===== config.mk =====
export PLATFORM = sky130hd
export DESIGN_NAME = srecord_s3_line_parser
export DESIGN_NICKNAME = d
export VERILOG_FILES = /design/src/rtl/srs3_pkg.sv /design/src/rtl/srs3_line_core.sv /design/src/rtl/srecord_s3_line_parser.sv
export SDC_FILE = /design/constraint.sdc
export NUM_CORES = 1
export LEC_CHECK = 0
export BUFFER_PORTS_ARGS = -buffer_cell sky130_fd_sc_hd__clkbuf_2
export CELL_PAD_IN_SITES_DETAIL_PLACEMENT = 0
export CELL_PAD_IN_SITES_GLOBAL_PLACEMENT = 1
export CORE_ASPECT_RATIO = 1.75
export CORE_MARGIN = 10
export CORE_UTILIZATION = 30
export DETAILED_ROUTE_END_ITERATION = 8
export GPL_TIMING_DRIVEN = 0
export PLACE_DENSITY = 0.57
export SYNTH_ARGS = -nofsm -noshare
export SYNTH_HDL_FRONTEND = slang
export SYNTH_SLANG_ARGS = --single-unit

===== constraint.sdc =====
create_clock -name i_clk -period 18.9 [get_ports i_clk]
set_input_delay 0.945 -clock i_clk [delete_from_list [all_inputs] [get_ports i_clk]]
set_output_delay 0.945 -clock i_clk [all_outputs]
set_load 0.02 [all_outputs]

===== src/rtl/srs3_pkg.sv =====
`default_nettype none

package srs3_pkg;

    localparam int unsigned POS_W    = 9;
    localparam int unsigned BYTE_W   = 8;
    localparam int unsigned NIB_W    = 4;
    localparam int unsigned ADDR_W   = 32;
    localparam int unsigned RK_W     = 2;

    localparam logic [POS_W-1:0]  LAST_POS   = 9'd511;
    localparam logic [BYTE_W-1:0] LAST_ADDR_BYTE = 8'd5;
    localparam logic [NIB_W-1:0]  TYPE_S3    = 4'd3;
    localparam logic [NIB_W-1:0]  TYPE_S7    = 4'd7;

    // record kind codes in the line status
    localparam logic [RK_W-1:0] RK_S3    = 2'd0;
    localparam logic [RK_W-1:0] RK_S7    = 2'd1;
    localparam logic [RK_W-1:0] RK_OTHER = 2'd2;

    // result kind codes
    localparam logic KIND_DATA   = 1'b0;
    localparam logic KIND_STATUS = 1'b1;

    typedef struct packed {
        logic              kind;
        logic [ADDR_W-1:0] byte_address;
        logic [BYTE_W-1:0] data_byte;
        logic [RK_W-1:0]   record_kind;
        logic              checksum_ok;
        logic              bad_char;
    } t_result;

    // uppercase hex digit to nibble; bit 4 flags a valid digit
    function automatic logic [NIB_W:0] hex_nibble(input logic [BYTE_W-1:0] c);
        logic [BYTE_W-1:0] d;
        begin
            d = '0;
            if (c >= 8'h30 && c <= 8'h39) begin
                d = c - 8'h30;
                hex_nibble = {1'b1, d[NIB_W-1:0]};
            end else if (c >= 8'h41 && c <= 8'h46) begin
                d = c - 8'h37;
                hex_nibble = {1'b1, d[NIB_W-1:0]};
            end else begin
                hex_nibble = '0;
            end
        end
    endfunction

endpackage

`default_nettype wire


===== src/rtl/srs3_line_core.sv =====
`default_nettype none

module srs3_line_core (
    input  wire logic                        i_clk,
    input  wire logic                        i_rst_n,
    input  wire logic                        i_step,
    input  wire logic [srs3_pkg::BYTE_W-1:0] i_ch,
    input  wire logic                        i_line_end,
    output srs3_pkg::t_result                o_res,
    output logic                             o_res_valid
);
    import srs3_pkg::*;

    logic [POS_W-1:0]  r_pos,    n_pos;
    logic [NIB_W-1:0]  r_type,   n_type;
    logic [BYTE_W-1:0] r_count,  n_count;
    logic [ADDR_W-1:0] r_addr,   n_addr;
    logic [BYTE_W-1:0] r_sum,    n_sum;
    logic [NIB_W-1:0]  r_hi,     n_hi;
    logic [BYTE_W-1:0] r_idx,    n_idx;
    logic [BYTE_W-1:0] r_cksum,  n_cksum;
    logic              r_err,    n_err;
    logic              r_overrun, n_overrun;

    logic [NIB_W:0]    dec;
    logic [BYTE_W-1:0] cur_byte;
    logic [BYTE_W-1:0] byte_no;
    logic [POS_W:0]    pos_limit;
    logic              in_record;
    logic              have_data;

    always_comb begin
        dec       = hex_nibble(i_ch);
        cur_byte  = {r_hi, dec[NIB_W-1:0]};
        byte_no   = r_pos[POS_W-1:1];
        // last character of the record is the low nibble of byte count+1
        pos_limit = {1'b0, r_count, 1'b0} + 10'd3;
        in_record = !r_overrun && ({1'b0, r_pos} <= pos_limit);

        n_pos     = r_pos;
        n_type    = r_type;
        n_count   = r_count;
        n_addr    = r_addr;
        n_sum     = r_sum;
        n_hi      = r_hi;
        n_idx     = r_idx;
        n_cksum   = r_cksum;
        n_err     = r_err;
        n_overrun = r_overrun;
        have_data = 1'b0;

        if (in_record) begin
            if (r_pos != '0) begin
                if (!dec[NIB_W]) begin
                    n_err = 1'b1;
                end
                if (r_pos == 9'd1) begin
                    n_type = dec[NIB_W-1:0];
                end else if (!r_pos[0]) begin
                    n_hi = dec[NIB_W-1:0];
                end else if (byte_no == 8'd1) begin
                    n_count = cur_byte;
                    n_sum   = r_sum + cur_byte;
                end else if ({1'b0, byte_no} == ({1'b0, r_count} + 9'd1)) begin
                    n_cksum = cur_byte;
                end else begin
                    n_sum = r_sum + cur_byte;
                    if (byte_no <= LAST_ADDR_BYTE) begin
                        n_addr = {r_addr[ADDR_W-BYTE_W-1:0], cur_byte};
                    end else begin
                        have_data = (r_type == TYPE_S3);
                        n_idx     = r_idx + 8'd1;
                    end
                end
            end
            if (r_pos == LAST_POS) begin
                n_overrun = 1'b1;
            end else begin
                n_pos = r_pos + 9'd1;
            end
        end
    end

    always_comb begin
        o_res       = '0;
        o_res_valid = i_line_end || have_data;
        if (i_line_end) begin
            o_res.kind        = KIND_STATUS;
            o_res.record_kind = (n_type == TYPE_S3) ? RK_S3 :
                                (n_type == TYPE_S7) ? RK_S7 : RK_OTHER;
            o_res.checksum_ok = (~n_sum == n_cksum);
            o_res.bad_char    = n_err;
        end else begin
            o_res.kind         = KIND_DATA;
            o_res.byte_address = r_addr + {{(ADDR_W-BYTE_W){1'b0}}, r_idx};
            o_res.data_byte    = cur_byte;
        end
    end

    always_ff @(posedge i_clk) begin
        if (!i_rst_n || (i_step && i_line_end)) begin
            r_pos     <= '0;
            r_type    <= '0;
            r_count   <= '0;
            r_addr    <= '0;
            r_sum     <= '0;
            r_hi      <= '0;
            r_idx     <= '0;
            r_cksum   <= '0;
            r_err     <= 1'b0;
            r_overrun <= 1'b0;
        end else if (i_step) begin
            r_pos     <= n_pos;
            r_type    <= n_type;
            r_count   <= n_count;
            r_addr    <= n_addr;
            r_sum     <= n_sum;
            r_hi      <= n_hi;
            r_idx     <= n_idx;
            r_cksum   <= n_cksum;
            r_err     <= n_err;
            r_overrun <= n_overrun;
        end
    end

    a_overrun_at_last: assert property (@(posedge i_clk) disable iff (!i_rst_n)
        r_overrun |-> r_pos == LAST_POS)
        else $error("overrun flag set away from last position");

    a_line_clears: assert property (@(posedge i_clk) disable iff (!i_rst_n)
        i_step && i_line_end |=> r_pos == '0 && !r_err && r_sum == '0)
        else $error("line state not cleared after status");

    a_data_only_s3: assert property (@(posedge i_clk) disable iff (!i_rst_n)
        have_data |-> r_type == TYPE_S3 && r_pos[0] && r_idx < r_count)
        else $error("data byte outside an S3 data field");

endmodule

`default_nettype wire


===== src/rtl/srecord_s3_line_parser.sv =====
// S3 S-record line parser.
// Input channel: one ASCII character per word on i_ch, i_line_end high on the
// last character of a line. A word is taken when i_valid is high and o_stall
// is low. Output channel: one result per word on o_valid, taken when i_stall
// is low. o_kind 0 is a data byte of an S3 line with its load address;
// o_kind 1 is the line status (record kind, checksum match, bad character)
// given on the last character of each line. Characters that give no result
// (high data nibbles, non-S3 data, all other fields) only update line state.
// Results are registered: a result appears on o_valid the cycle after its
// character is taken. One character is accepted every cycle unless o_stall
// is high; the decode, 8-bit sum and 32-bit address add sit between the
// line state and the output register. o_stall rises only while a result
// is held and the receiver stalls; held results keep their value.
// Reset (synchronous, i_rst_n low) clears the line state and drops o_valid;
// the next character is taken as the start of a new line.
`default_nettype none

module srecord_s3_line_parser (
    input  wire logic                        i_clk,
    input  wire logic                        i_rst_n,
    input  wire logic                        i_valid,
    output logic                             o_stall,
    input  wire logic [srs3_pkg::BYTE_W-1:0] i_ch,
    input  wire logic                        i_line_end,
    output logic                             o_valid,
    input  wire logic                        i_stall,
    output logic                             o_kind,
    output logic [srs3_pkg::ADDR_W-1:0]      o_byte_address,
    output logic [srs3_pkg::BYTE_W-1:0]      o_data_byte,
    output logic [srs3_pkg::RK_W-1:0]        o_record_kind,
    output logic                             o_checksum_ok,
    output logic                             o_bad_char
);
    import srs3_pkg::*;

    t_result r_res;
    logic    r_valid;
    t_result res;
    logic    res_valid;
    logic    step;

    assign o_stall = r_valid && i_stall;
    assign step    = i_valid && !o_stall;

    srs3_line_core u_core (
        .i_clk       (i_clk),
        .i_rst_n     (i_rst_n),
        .i_step      (step),
        .i_ch        (i_ch),
        .i_line_end  (i_line_end),
        .o_res       (res),
        .o_res_valid (res_valid)
    );

    always_ff @(posedge i_clk) begin
        if (!i_rst_n) begin
            r_valid <= 1'b0;
        end else if (!o_stall) begin
            r_valid <= step && res_valid;
        end
    end

    always_ff @(posedge i_clk) begin
        if (step && res_valid) begin
            r_res <= res;
        end
    end

    assign o_valid        = r_valid;
    assign o_kind         = r_res.kind;
    assign o_byte_address = r_res.byte_address;
    assign o_data_byte    = r_res.data_byte;
    assign o_record_kind  = r_res.record_kind;
    assign o_checksum_ok  = r_res.checksum_ok;
    assign o_bad_char     = r_res.bad_char;

    a_status_clean: assert property (@(posedge i_clk) disable iff (!i_rst_n)
        o_valid && o_kind == KIND_STATUS |-> o_byte_address == '0 && o_data_byte == '0)
        else $error("status word carries data fields");

    a_data_clean: assert property (@(posedge i_clk) disable iff (!i_rst_n)
        o_valid && o_kind == KIND_DATA |->
            o_record_kind == RK_S3 && !o_checksum_ok && !o_bad_char)
        else $error("data word carries status fields");

    a_end_gives_status: assert property (@(posedge i_clk) disable iff (!i_rst_n)
        step && i_line_end |=> o_valid && o_kind == KIND_STATUS)
        else $error("line end produced no status");

    a_kind_range: assert property (@(posedge i_clk) disable iff (!i_rst_n)
        o_valid |-> o_record_kind != 2'd3)
        else $error("record kind out of range");

endmodule

`default_nettype wire

==> results by group, run 1 <==
Critical path
  – Worst setup SP type: input pin
  – Worst setup path class: in2reg
  – CP Max Fanout: 5
  – Slowest CP cell: a21boi_0
  – WP data arrival: ~5.0 ns
  – Critical path required time: about 19 ns
  – Crit path max-delay family: compound AO/OA/AOI/OAI gates
  – Critical path, cell by cell: clkbuf_2 > inv_1 > ha_1 > nor2_1 > a32oi_1 > and2_1 > a21boi_0 > inv_1 > ha_1 > fa_1 > a211oi_1 > o21bai_1 > a21oi_1 > xnor2_1 > mux2i_1 > xor2_1 > nand4_1 > nor3_1
  – Critical path endpoint category: flop
  – CP Buf/Inv Count: 3
  – Slowest stage delay, CP: ~0.8 ns

Die
  – Rows: 73
  – Die ar.: 29700 um^2
  – Floorplan core area: 22700 um^2
  – Die height: between 200 and 250 um
  – Die X: 135 um
  – Initial Utilization: a little under a third
  – Num ports: 60

Timing
  – Setup TNS Final: 0 ns
  – Post-layout minimum cycle time: about 4.8 ns
  – Slew Limit Fails: 0
  – FMAX: 210 MHz
  – Worst clock skew: ~0.013 ns
  – Final WS setup: about 14 ns
  – Final setup fails: 0
  – Slew @ Worst Pin: ~1.3 ns
  – Part of the cycle the worst path needs: between 20% and 30%
  – Hold Worst Slack: 0.468 ns
  – Slew Limit Headroom: roughly 14%
  – Final hold violation count: 0
  – RSZ-0062 raised after global routing: false

Flow run
  – Max Cap Violations: 0

Synth
  – Synthesized area: 6910 um^2
  – Syn_area_per_cell: 9.13 um^2
  – Mux share of post-synthesis cell area: 6.88%
  – Yosys reg bits: between 100 and 150
  – Post-synthesis xor/xnor area fraction: roughly 4.7%
  – Syn Inst Count: 757
  – Asr flop ratio synth: 0%
  – Register area share after synthesis: about 44%
  – Synth Area in Compound Gates: 12.3%
  – Most used DFF post-synth: dfxtp_1
  – Number of flops mapped to enable cells by yosys: between 40 and 50
  – Area share of fa/ha/maj cells after synthesis: 6.37%
  – Count of unique library cells instantiated by Yosys: 67
  – Synth Area in Simple Gates: between 20% and 30%
  – Synth warn: 0
  – Largest family of logic cells by synthesized area: simple AND/OR/NAND/NOR gates
  – Syn_nets: roughly 800

Clock tree
  – CTS tree: done
  – Worst skew pair latency: approximately 0.43 ns
  – Clock transition at path regs: around 0.060 ns
  – Root buf cell: clkbuf_16
  – Resized Gates After CTS: 0
  – CTS H-Tree Depth: 4
  – CTS Buf Count: 17
  – # hold bufs at CTS: 0
  – Clk buf depth: 2
  – TritonCTS sink count: 129
  – Post-CTS setup buffers: 0

Routing
  – Via-per-instance ratio: about 4.9
  – DRT iter0 DRCs: 244
  – Routed wire per std cell: 17.6 um
  – Detail Route Antenna Nets: 0
  – Pre-antenna DRT Iters: 4
  – Via count: 5658
  – Remaining DRCs: 0
  – Routed Wire Length: around 20 mm

Power
  – Combinational power share: between 6 and 7%
  – Power Dens Cells: roughly 81 nW/um^2
  – P_int: slightly above 0.0005 W
  – Clock Power Share: about 50%
  – NetSw: between 0.00015 and 0.0002 W
  – Total power: between 0.0006 and 0.0007 W
  – Worst-case vdd ir drop: ~52 uV
  – Flop pwr share: between 40% and 50%
  – P_leak: 3.13 nW
  – Net Sw Frac: a little under a quarter

Final layout
  – Commonest cells after routing, fill and taps aside: 104 x nand2_1, 90 x nor2_1, 84 x dfxtp_1
  – FF+latch area: between 3000 and 4000 um^2
  – Leading cell type in the layout, fill and taps excluded: nand2_1
  – Final Instance Area: 8250 um^2
  – Final nets: roughly 900
  – Syn-to-layout area delta: 19.4%
  – N_diodes: 0
  – Layout cells sized above 1: approximately 16%
  – Multi-input gate area: between 3000 and 4000 um^2
  – Fillcell total: around 2400

Placement
  – GP Congestion: between 0.8 and 0.9
  – Buffers on Ports: slightly below 60
  – Area of placed instances: roughly 7600 um^2
  – Dpl hpwl: roughly 16 mm
  – Place WS: between 10 and 15 ns

Global routing
  – Largest net degree at the start of global routing: 17
  – First-pass GRT wire length: 32.4 mm
  – Vias in the first global route: approximately 6000
  – GRT Total Usage: between 10% and 20%
  – Initial antenna violation count: 0
  – Global route overflow: 0

Hold path
  – Hold Path Class: reg2reg

Status
  – Status: finished, final reports clean
-- power by group through the flow --
stage	Combinational [W]	Sequential, W	Clock, W
6_report	0.0000413	0.000294	0.000335
5_1_grt	0.0000458	0.000294	0.000356
4_1_cts	0.0000425	0.000294	0.000344
3_5_place_dp	0.0000424	0.000300	0
3_3_place_gp	0.0000411	0.000301	0
2_1_floorplan	0.0000206	0.000305	0
-- stage by stage --
stage | utilization [%] | std cells
5_1_grt | 36.3 | 1155
2_1_floorplan | - | 757
3_3_place_gp | 33.3 | 1116
6_report | 36.3 | 1155
3_5_place_dp | 33.6 | 1123
4_1_cts | 36.3 | 1155
-- worst paths after layout --
kind                                         from                  to  slack (ns)  depth (start not counted)
worst max-delay path                      i_ch[1]       o_checksum_ok       14.14                         18
worst min-delay path            u_core.r_addr[31]   u_core.r_addr[31]        0.47                          2
worst max register to register  u_core.r_count[0]  o_byte_address[22]       14.93                         13
worst min register to register  u_core.r_addr[31]   u_core.r_addr[31]        0.47                          2
-- synthesized netlist by cell type, types with 2 or more instances --
library cell  count  area share (%)
a211oi_1         14             1.5
and3_1            8            0.72
xnor2_1          13             1.6
clkbuf_1         29             1.6
nor3b_1           3            0.33
nor3_1           17             1.2
xor2_1           24             3.0
and4_1            3            0.38
mux2_2           12             2.0
buf_4             2            0.22
or4b_1            3            0.43
nand2_1         104             5.6
or4_1             3            0.33
ha_1             32             5.8
o211ai_1          3            0.33
o2111ai_1         2            0.25
nand4_1          12             1.1
buf_2             2            0.14
a21boi_0          3            0.33
nand3b_1          2            0.22
a21oi_1          73             5.3
nor2_1           90             4.9
o21bai_1          2            0.22
nand3_1          21             1.5
fa_1              2            0.58
nor4_4            2            0.62
a21o_1            2            0.22
inv_1            23             1.2
o21ai_0          17             1.2
a41oi_1           2            0.25
dfxtp_1          84              24
and2_1            7            0.63
o21ai_1           2            0.14
or2_2             2            0.18
edfxtp_1         45              20
nor2b_1          18             1.6
a2111oi_2         2            0.43
or3_1             7            0.63
mux2i_1          34             4.9
o31ai_1           4            0.43
-- worst reg2reg max path: cells and delay by family, from the launching register on --
| family | cells | cell delay [ns] |
|---|---|---|
| DFF | 1 | 0.47 |
| adders and majority gates | 2 | 0.59 |
| AOI/OAI and AO/OA | 5 | 1.52 |
| and+or+nand+nor | 1 | 0.11 |
| xor gates and xnor gates | 1 | 0.17 |
| buffers and inverters | 4 | 0.80 |
-- cell type report --
type | instances | share of cell area, %
clock buffer | 22 | 6.26
multi-input combinational | 569 | 44.2
clock inverter | 10 | 1.15
inverter | 24 | 1.09
buffer | 35 | 1.80
tap | 300 | 4.55
sequential | 129 | 36.7
timing repair buffer | 66 | 4.21
-- cell families (layout without fill, tap and decap cells) --
group	after synthesis	count (layout)
xor+xnor	37	37
flops	129	129
fa+ha+maj	34	34
simple gates	315	315
compound gates	137	137
buf+inv	59	157
mux	46	46
-- flip-flops by register name, summed over array words and instances (netlist names) --
| register | count |
|---|---|
| o_kind | 1 |
| u_core.r_idx | 8 |
| o_data_byte | 8 |
| o_bad_char | 1 |
| o_byte_address | 32 |
| u_core.r_hi | 4 |
| o_checksum_ok | 1 |
| u_core.r_count | 8 |
| u_core.r_type | 4 |
| o_valid | 1 |
| u_core.r_overrun | 1 |
| u_core.r_sum | 8 |
| u_core.r_addr | 32 |
| u_core.r_cksum | 8 |
| o_record_kind | 2 |
| u_core.r_err | 1 |
| u_core.r_pos | 9 |
-- per-layer routing --
metal / vias up / part of all wire [%] / GRT usage, %
li1: 2857 / - / -
met1: 2673 / 35 / 13.1
met2: 95 / 59 / 28.4
met3: 33 / 2.8 / 2.79
met4: 0 / 2.8 / 6.81
met5: - / 0 / 0
Power figures use the tool's default switching activity.
==> inputs of run 2 (changes only) <==
Clock period 18.9 ns to 4.63 ns, I/O delays scaled along.
==> results by group, run 2 (synthesized netlist as in run 1, its figures left out) <==
Placement
  – GP Congestion: 0.816 (-2.8%)
  – Buffers on Ports: 59 (unchanged)
  – Dpl hpwl: 15.8 mm (-1.8%)

Timing
  – Slew @ Worst Pin: 1.24 ns (-0.0137 ns)
  – Post-layout minimum cycle time: ~4 ns
  – Slew Limit Fails: 0 (unchanged)
  – Final hold violation count: 0 (unchanged)
  – Final setup fails: 0 (unchanged)
  – Setup TNS Final: 0 ns (unchanged)
  – Slew Limit Headroom: 15.2% (+0.94 points)
  – Part of the cycle the worst path needs: a little under nine tenths
  – Worst clock skew: 0.00728 ns (-0.00613 ns)
  – RSZ-0062 raised after global routing: false
  – FMAX: roughly 250 MHz

Clock tree
  – Post-CTS setup buffers: 0 (unchanged)
  – CTS tree: done
  – Resized Gates After CTS: 0 (unchanged)
  – Clk buf depth: 2 (unchanged)
  – TritonCTS sink count: 129 (unchanged)
  – CTS H-Tree Depth: 4 (unchanged)
  – CTS Buf Count: 17 (unchanged)
  – Root buf cell: clkbuf_16
  – # hold bufs at CTS: 0 (unchanged)
  – Clock transition at path regs: 0.06 ns (about the same)
  – Worst skew pair latency: 0.44 ns (about the same)

Critical path
  – R2r startpoint: u_core.r_count[0]
  – Critical path required time: 4.87 ns (-14.27 ns)
  – CP Max Fanout: 5 (unchanged)
  – Worst reg2reg setup slack: 0.78 ns (-14.15 ns)
  – Critical path endpoint category: flop
  – CP Launch Point: i_ch[1]
  – WP data arrival: 4.23 ns (-0.77 ns)
  – Worst setup SP type: input pin
  – Crit path to: o_checksum_ok
  – Worst setup path class: in2reg
  – Worst R2R Path Depth: 11 (-2)
  – Critical R2R Capture: o_data_byte[4]

Die
  – Rows: 73 (unchanged)
  – Die X: 135 um (unchanged)
  – Initial Utilization: 30.4% (unchanged)
  – Die ar.: 29700 um^2 (unchanged)
  – Num ports: 60 (unchanged)
  – Die height: 221 um (unchanged)
  – Floorplan core area: 22700 um^2 (unchanged)

Global routing
  – Global route overflow: 0 (unchanged)
  – Initial antenna violation count: 0 (unchanged)
  – First-pass GRT wire length: 32.2 mm (-0.62%)
  – Vias in the first global route: 5847 (-0.65%)
  – GRT Total Usage: 14.2% (about the same)
  – Largest net degree at the start of global routing: 17 (unchanged)

Final layout
  – N_diodes: 0 (unchanged)
  – Layout cells sized above 1: 15.4% (-0.40 points)
  – Final nets: 885 (-0.45%)
  – Leading cell type in the layout, fill and taps excluded: nand2_1
  – Commonest cells after routing, fill and taps aside: 104 x nand2_1, 90 x nor2_1, 84 x dfxtp_1
  – Syn-to-layout area delta: 18.9%

Power
  – Power Dens Cells: 326 nW/um^2 (+300%)
  – P_leak: 3.13 nW (about the same)
  – Total power: 0.00268 W (+300%)
  – Worst-case vdd ir drop: 231 uV (+340%)

Routing
  – Detail Route Antenna Nets: 0 (unchanged)
  – DRT iter0 DRCs: 200 (-18%)
  – Remaining DRCs: 0 (unchanged)
  – Routed wire per std cell: 17.4 um (-1.2%)
  – Routed Wire Length: 20.0 mm (-1.5%)
  – Pre-antenna DRT Iters: 4 (unchanged)
  – Via-per-instance ratio: 4.85 (-0.95%)
  – Via count: 5585 (-1.3%)

Status
  – Status: finished, final reports clean

Hold path
  – Hold Path Class: in2reg

Flow run
  – Max Cap Violations: 0 (unchanged)
[run 2: layout make-up]
cell class / instances / area [um^2]
fill: 2354 / 14500
multi-input combinational: 569 / 3660
sequential: 129 / 3030
clock buffer: 20 / 489
tap: 300 / 375
timing repair buffer: 62 / 333
buffer: 35 / 149
clock inverter: 12 / 92.6
inverter: 24 / 90.1
[run 2: how the worst min path moves through the flow]
stage,from,to,depth (start not counted)
global route,i_rst_n,o_valid,2
detailed placement,u_core.r_addr[31],u_core.r_addr[31],2
finish,i_rst_n,o_valid,2
floorplan,i_line_end,o_kind,0
CTS,i_rst_n,o_valid,2
global placement,u_core.r_addr[31],u_core.r_addr[31],2
[run 2: routing by layer]
| metal | track usage (%) | up-vias | share of wire [%] |
|---|---|---|---|
| met5 | 0 | - | 0 |
| met4 | 6.19 | 0 | 2.8 |
| met3 | 3.81 | 27 | 3.0 |
| met2 | 28.3 | 75 | 59 |
| met1 | 12.8 | 2639 | 35 |
| li1 | - | 2844 | - |
[run 2: through the flow]
step	cells	cell area, um^2	setup WS [ns]	util, %	hold slack (ns)
floorplan	757	6930	0.633	-	0.330
global route	1151	8220	0.318	36.1	0.0378
finish	1151	8220	0.639	36.1	0.0317
CTS	1151	8220	0.502	36.1	0.0147
detailed placement	1119	7640	0.0700	33.6	0.469
global placement	1116	7600	-0.564	33.4	0.464
[run 2: where the power goes]
group	total (W)	internal, W	switching (W)
Combinational	0.000167	0.0000481	0.000119
Clock	0.00132	0.000770	0.000545
Sequential	0.00120	0.00119	0.0000104
Total	0.00268	0.00201	0.000674
[run 2: critical path, stage by stage]
cell and delay, ns:
clkbuf_2 0.12, inv_1 0.07, ha_1 0.19, nor2_1 0.09, a32oi_1 0.10, and2_1 0.23
a21boi_0 0.78, inv_1 0.35, ha_1 0.32, fa_1 0.44, a211oi_1 0.23, o21bai_1 0.11
a21oi_1 0.18, xnor2_1 0.16, mux2i_1 0.12, xor2_1 0.16, nand4_1 0.11, nor3_1 0.23
==> inputs of run 3 (changes only) <==
==> constraint.sdc (replaced) <==
create_clock -name i_clk -period 4.63 [get_ports i_clk]
set_input_delay 1.1575 -clock i_clk [delete_from_list [all_inputs] [get_ports i_clk]]
set_output_delay 1.1575 -clock i_clk [all_outputs]
set_load 0.02 [all_outputs]
==> results by group, run 3 (synthesized netlist as in run 1, its figures left out) <==
Status
  – Status: finished, final reports clean

Clock tree
  – TritonCTS sink count: 129 (unchanged)
  – Clk buf depth: 2 (unchanged)
  – CTS H-Tree Depth: 4 (unchanged)
  – # hold bufs at CTS: 0 (unchanged)
  – Worst skew pair latency: 0.44 ns (about the same)
  – CTS Buf Count: 17 (unchanged)
  – Root buf cell: clkbuf_16
  – Clock transition at path regs: 0.06 ns (about the same)
  – CTS tree: done

Die
  – Die ar.: 29700 um^2 (unchanged)
  – Num ports: 60 (unchanged)
  – Initial Utilization: 30.4% (unchanged)
  – Floorplan core area: 22700 um^2 (unchanged)
  – Die X: 135 um (unchanged)
  – Die height: 221 um (unchanged)
  – Rows: 73 (unchanged)

Critical path
  – Slowest stage delay, CP: 0.44 ns (-0.34 ns)
  – Slowest CP cell: fa_1
  – Critical path required time: 4.86 ns (about the same)
  – Worst R2R Path Depth: 11 (unchanged)
  – CP Max Fanout: 5 (unchanged)
  – Worst setup SP type: input pin
  – Crit path max-delay family: compound AO/OA/AOI/OAI gates
  – Stages on worst setup path: 18 (unchanged)
  – Worst reg2reg setup slack: 0.77 ns (about the same)
  – Critical path, cell by cell: clkbuf_2 > inv_1 > ha_1 > o21bai_1 > a2111oi_4 > nand2_1 > a21boi_4 > inv_1 > ha_1 > fa_1 > a211oi_1 > o21bai_1 > a21oi_1 > xnor2_1 > mux2i_1 > xor2_1 > nand4_1 > nor3_1
  – WP data arrival: 4.60 ns (+0.37 ns)
  – Worst setup path class: in2reg
  – CP Buf/Inv Count: 3 (unchanged)
  – Critical path endpoint category: flop

Power
  – Flop pwr share: 44.6% (about the same)
  – Net Sw Frac: 25.2% (+0.058 points)
  – Power Dens Cells: 324 nW/um^2 (-0.70%)
  – NetSw: 0.000677 W (+0.41%)
  – Combinational power share: 6.4% (+0.2 points)
  – P_int: 0.00201 W (+0.10%)
  – Clock Power Share: 49.0% (about the same)
  – Worst-case vdd ir drop: 231 uV (about the same)
  – P_leak: 3.15 nW (+0.72%)

Placement
  – GP Congestion: 0.816 (unchanged)
  – Area of placed instances: 7640 um^2 (unchanged)
  – Dpl hpwl: 15.8 mm (unchanged)
  – Buffers on Ports: 59 (unchanged)

Routing
  – Via count: 5575 (-0.18%)
  – DRT iter0 DRCs: 237 (+19%)
  – Pre-antenna DRT Iters: 5 (+1)
  – Via-per-instance ratio: 4.84 (-0.35%)
  – Remaining DRCs: 0 (unchanged)
  – Detail Route Antenna Nets: 0 (unchanged)
  – Routed wire per std cell: 17.4 um (about the same)
  – Routed Wire Length: 20.1 mm (about the same)

Final layout
  – Commonest cells after routing, fill and taps aside: 104 x nand2_1, 90 x nor2_1, 84 x dfxtp_1
  – Leading cell type in the layout, fill and taps excluded: nand2_1
  – Layout cells sized above 1: 16.2% (+0.78 points)
  – Final Instance Area: 8290 um^2 (+0.88%)
  – N_diodes: 0 (unchanged)
  – Fillcell total: 2354 (unchanged)
  – Final nets: 887 (+0.23%)
  – Syn-to-layout area delta: 20.0%

Timing
  – Final hold violation count: 0 (unchanged)
  – Hold Worst Slack: 0.478 ns (+0.447 ns)
  – Final setup fails: 0 (unchanged)
  – Slew Limit Fails: 0 (unchanged)
  – Part of the cycle the worst path needs: 94.3% (+8.1 points)
  – Slew Limit Headroom: 39.1% (+24 points)
  – Worst clock skew: 0.00744 ns (+0.000159 ns)
  – FMAX: 229 MHz (-8.6%)
  – Post-layout minimum cycle time: 4.37 ns (+0.376 ns)
  – Slew @ Worst Pin: 0.890 ns (-0.347 ns)

Global routing
  – Initial antenna violation count: 0 (unchanged)
  – Global route overflow: 0 (unchanged)
  – GRT Total Usage: 14.2% (about the same)
  – First-pass GRT wire length: 32.2 mm (about the same)
  – Vias in the first global route: 5852 (+0.086%)
  – Largest net degree at the start of global routing: 17 (unchanged)

Hold path
  – Hold Path Class: reg2reg
  – Worst hold path stage count: 2 (unchanged)

Flow run
  – Max Cap Violations: 0 (unchanged)
## run 3: metal layers
layer | vias to the layer above | track usage (%) | routed length, um
li1 | 2849 | - | -
met1 | 2614 | 12.8 | 7020
met2 | 87 | 28.3 | 11800
met3 | 25 | 3.81 | 659
met4 | 0 | 6.19 | 556
met5 | - | 0 | 0
## run 3: what timing repair did
| action | in CTS | in global routing |
|---|---|---|
| resized for setup | 3 | 6 |
| endpoints found under the hold margin | 0 | 0 |
| buffers inserted | 0 | 2 |
| pin swaps | 0 | 0 |
| endpoints found under the setup margin | 1 | 1 |
## run 3: power groups by stage
stage               sequential (W)  clock (W)  combinational (W)
finish                     0.00120    0.00132           0.000171
global route               0.00120    0.00140           0.000190
CTS                        0.00120    0.00136           0.000173
detailed placement         0.00122          0           0.000172
global placement           0.00123          0           0.000168
floorplan                  0.00124          0          0.0000851
## run 3: final timing paths
| kind | from | endpoint |
|---|---|---|
| worst min register to register | u_core.r_addr[31] | u_core.r_addr[31] |
| worst min-delay path | u_core.r_addr[31] | u_core.r_addr[31] |
| worst max register to register | u_core.r_count[0] | o_data_byte[4] |
| worst max-delay path | i_ch[0] | o_checksum_ok |
## run 3: worst min-delay path, delay by kind of cell, from the launching register on
| family | cells | cell delay, ns |
|---|---|---|
| DFF | 1 | 0.32 |
| and+or+nand+nor | 1 | 0.06 |
| AOI/OAI and AO/OA | 1 | 0.05 |
## run 3: cell type report
| class | instances | area [um^2] | share of cell area [%] |
|---|---|---|---|
| multi-input cells | 569 | 3700 | 44.7 |
| flip-flops and latches | 129 | 3030 | 36.6 |
| clock buffers | 20 | 489 | 5.90 |
| well taps | 300 | 375 | 4.53 |
| repair buffers | 64 | 360 | 4.35 |
| plain buffers | 35 | 149 | 1.80 |
| clock inverters | 12 | 92.6 | 1.12 |
| inverters | 24 | 90.1 | 1.09 |
## run 3: metrics by stage
stage / setup TNS [ns] / total power (W) / utilization (%) / setup WS (ns) / cells
floorplan: 0 / 0.00133 / - / 0.493 / 757
CTS: 0 / 0.00273 / 36.2 / 0.00595 / 1151
global route: -0.00177 / 0.00279 / 36.5 / -0.00177 / 1153
global placement: -26.95 / 0.00139 / 33.4 / -0.849 / 1116
finish: 0 / 0.00269 / 36.5 / 0.262 / 1153
detailed placement: -1.65 / 0.00140 / 33.6 / -0.856 / 1119
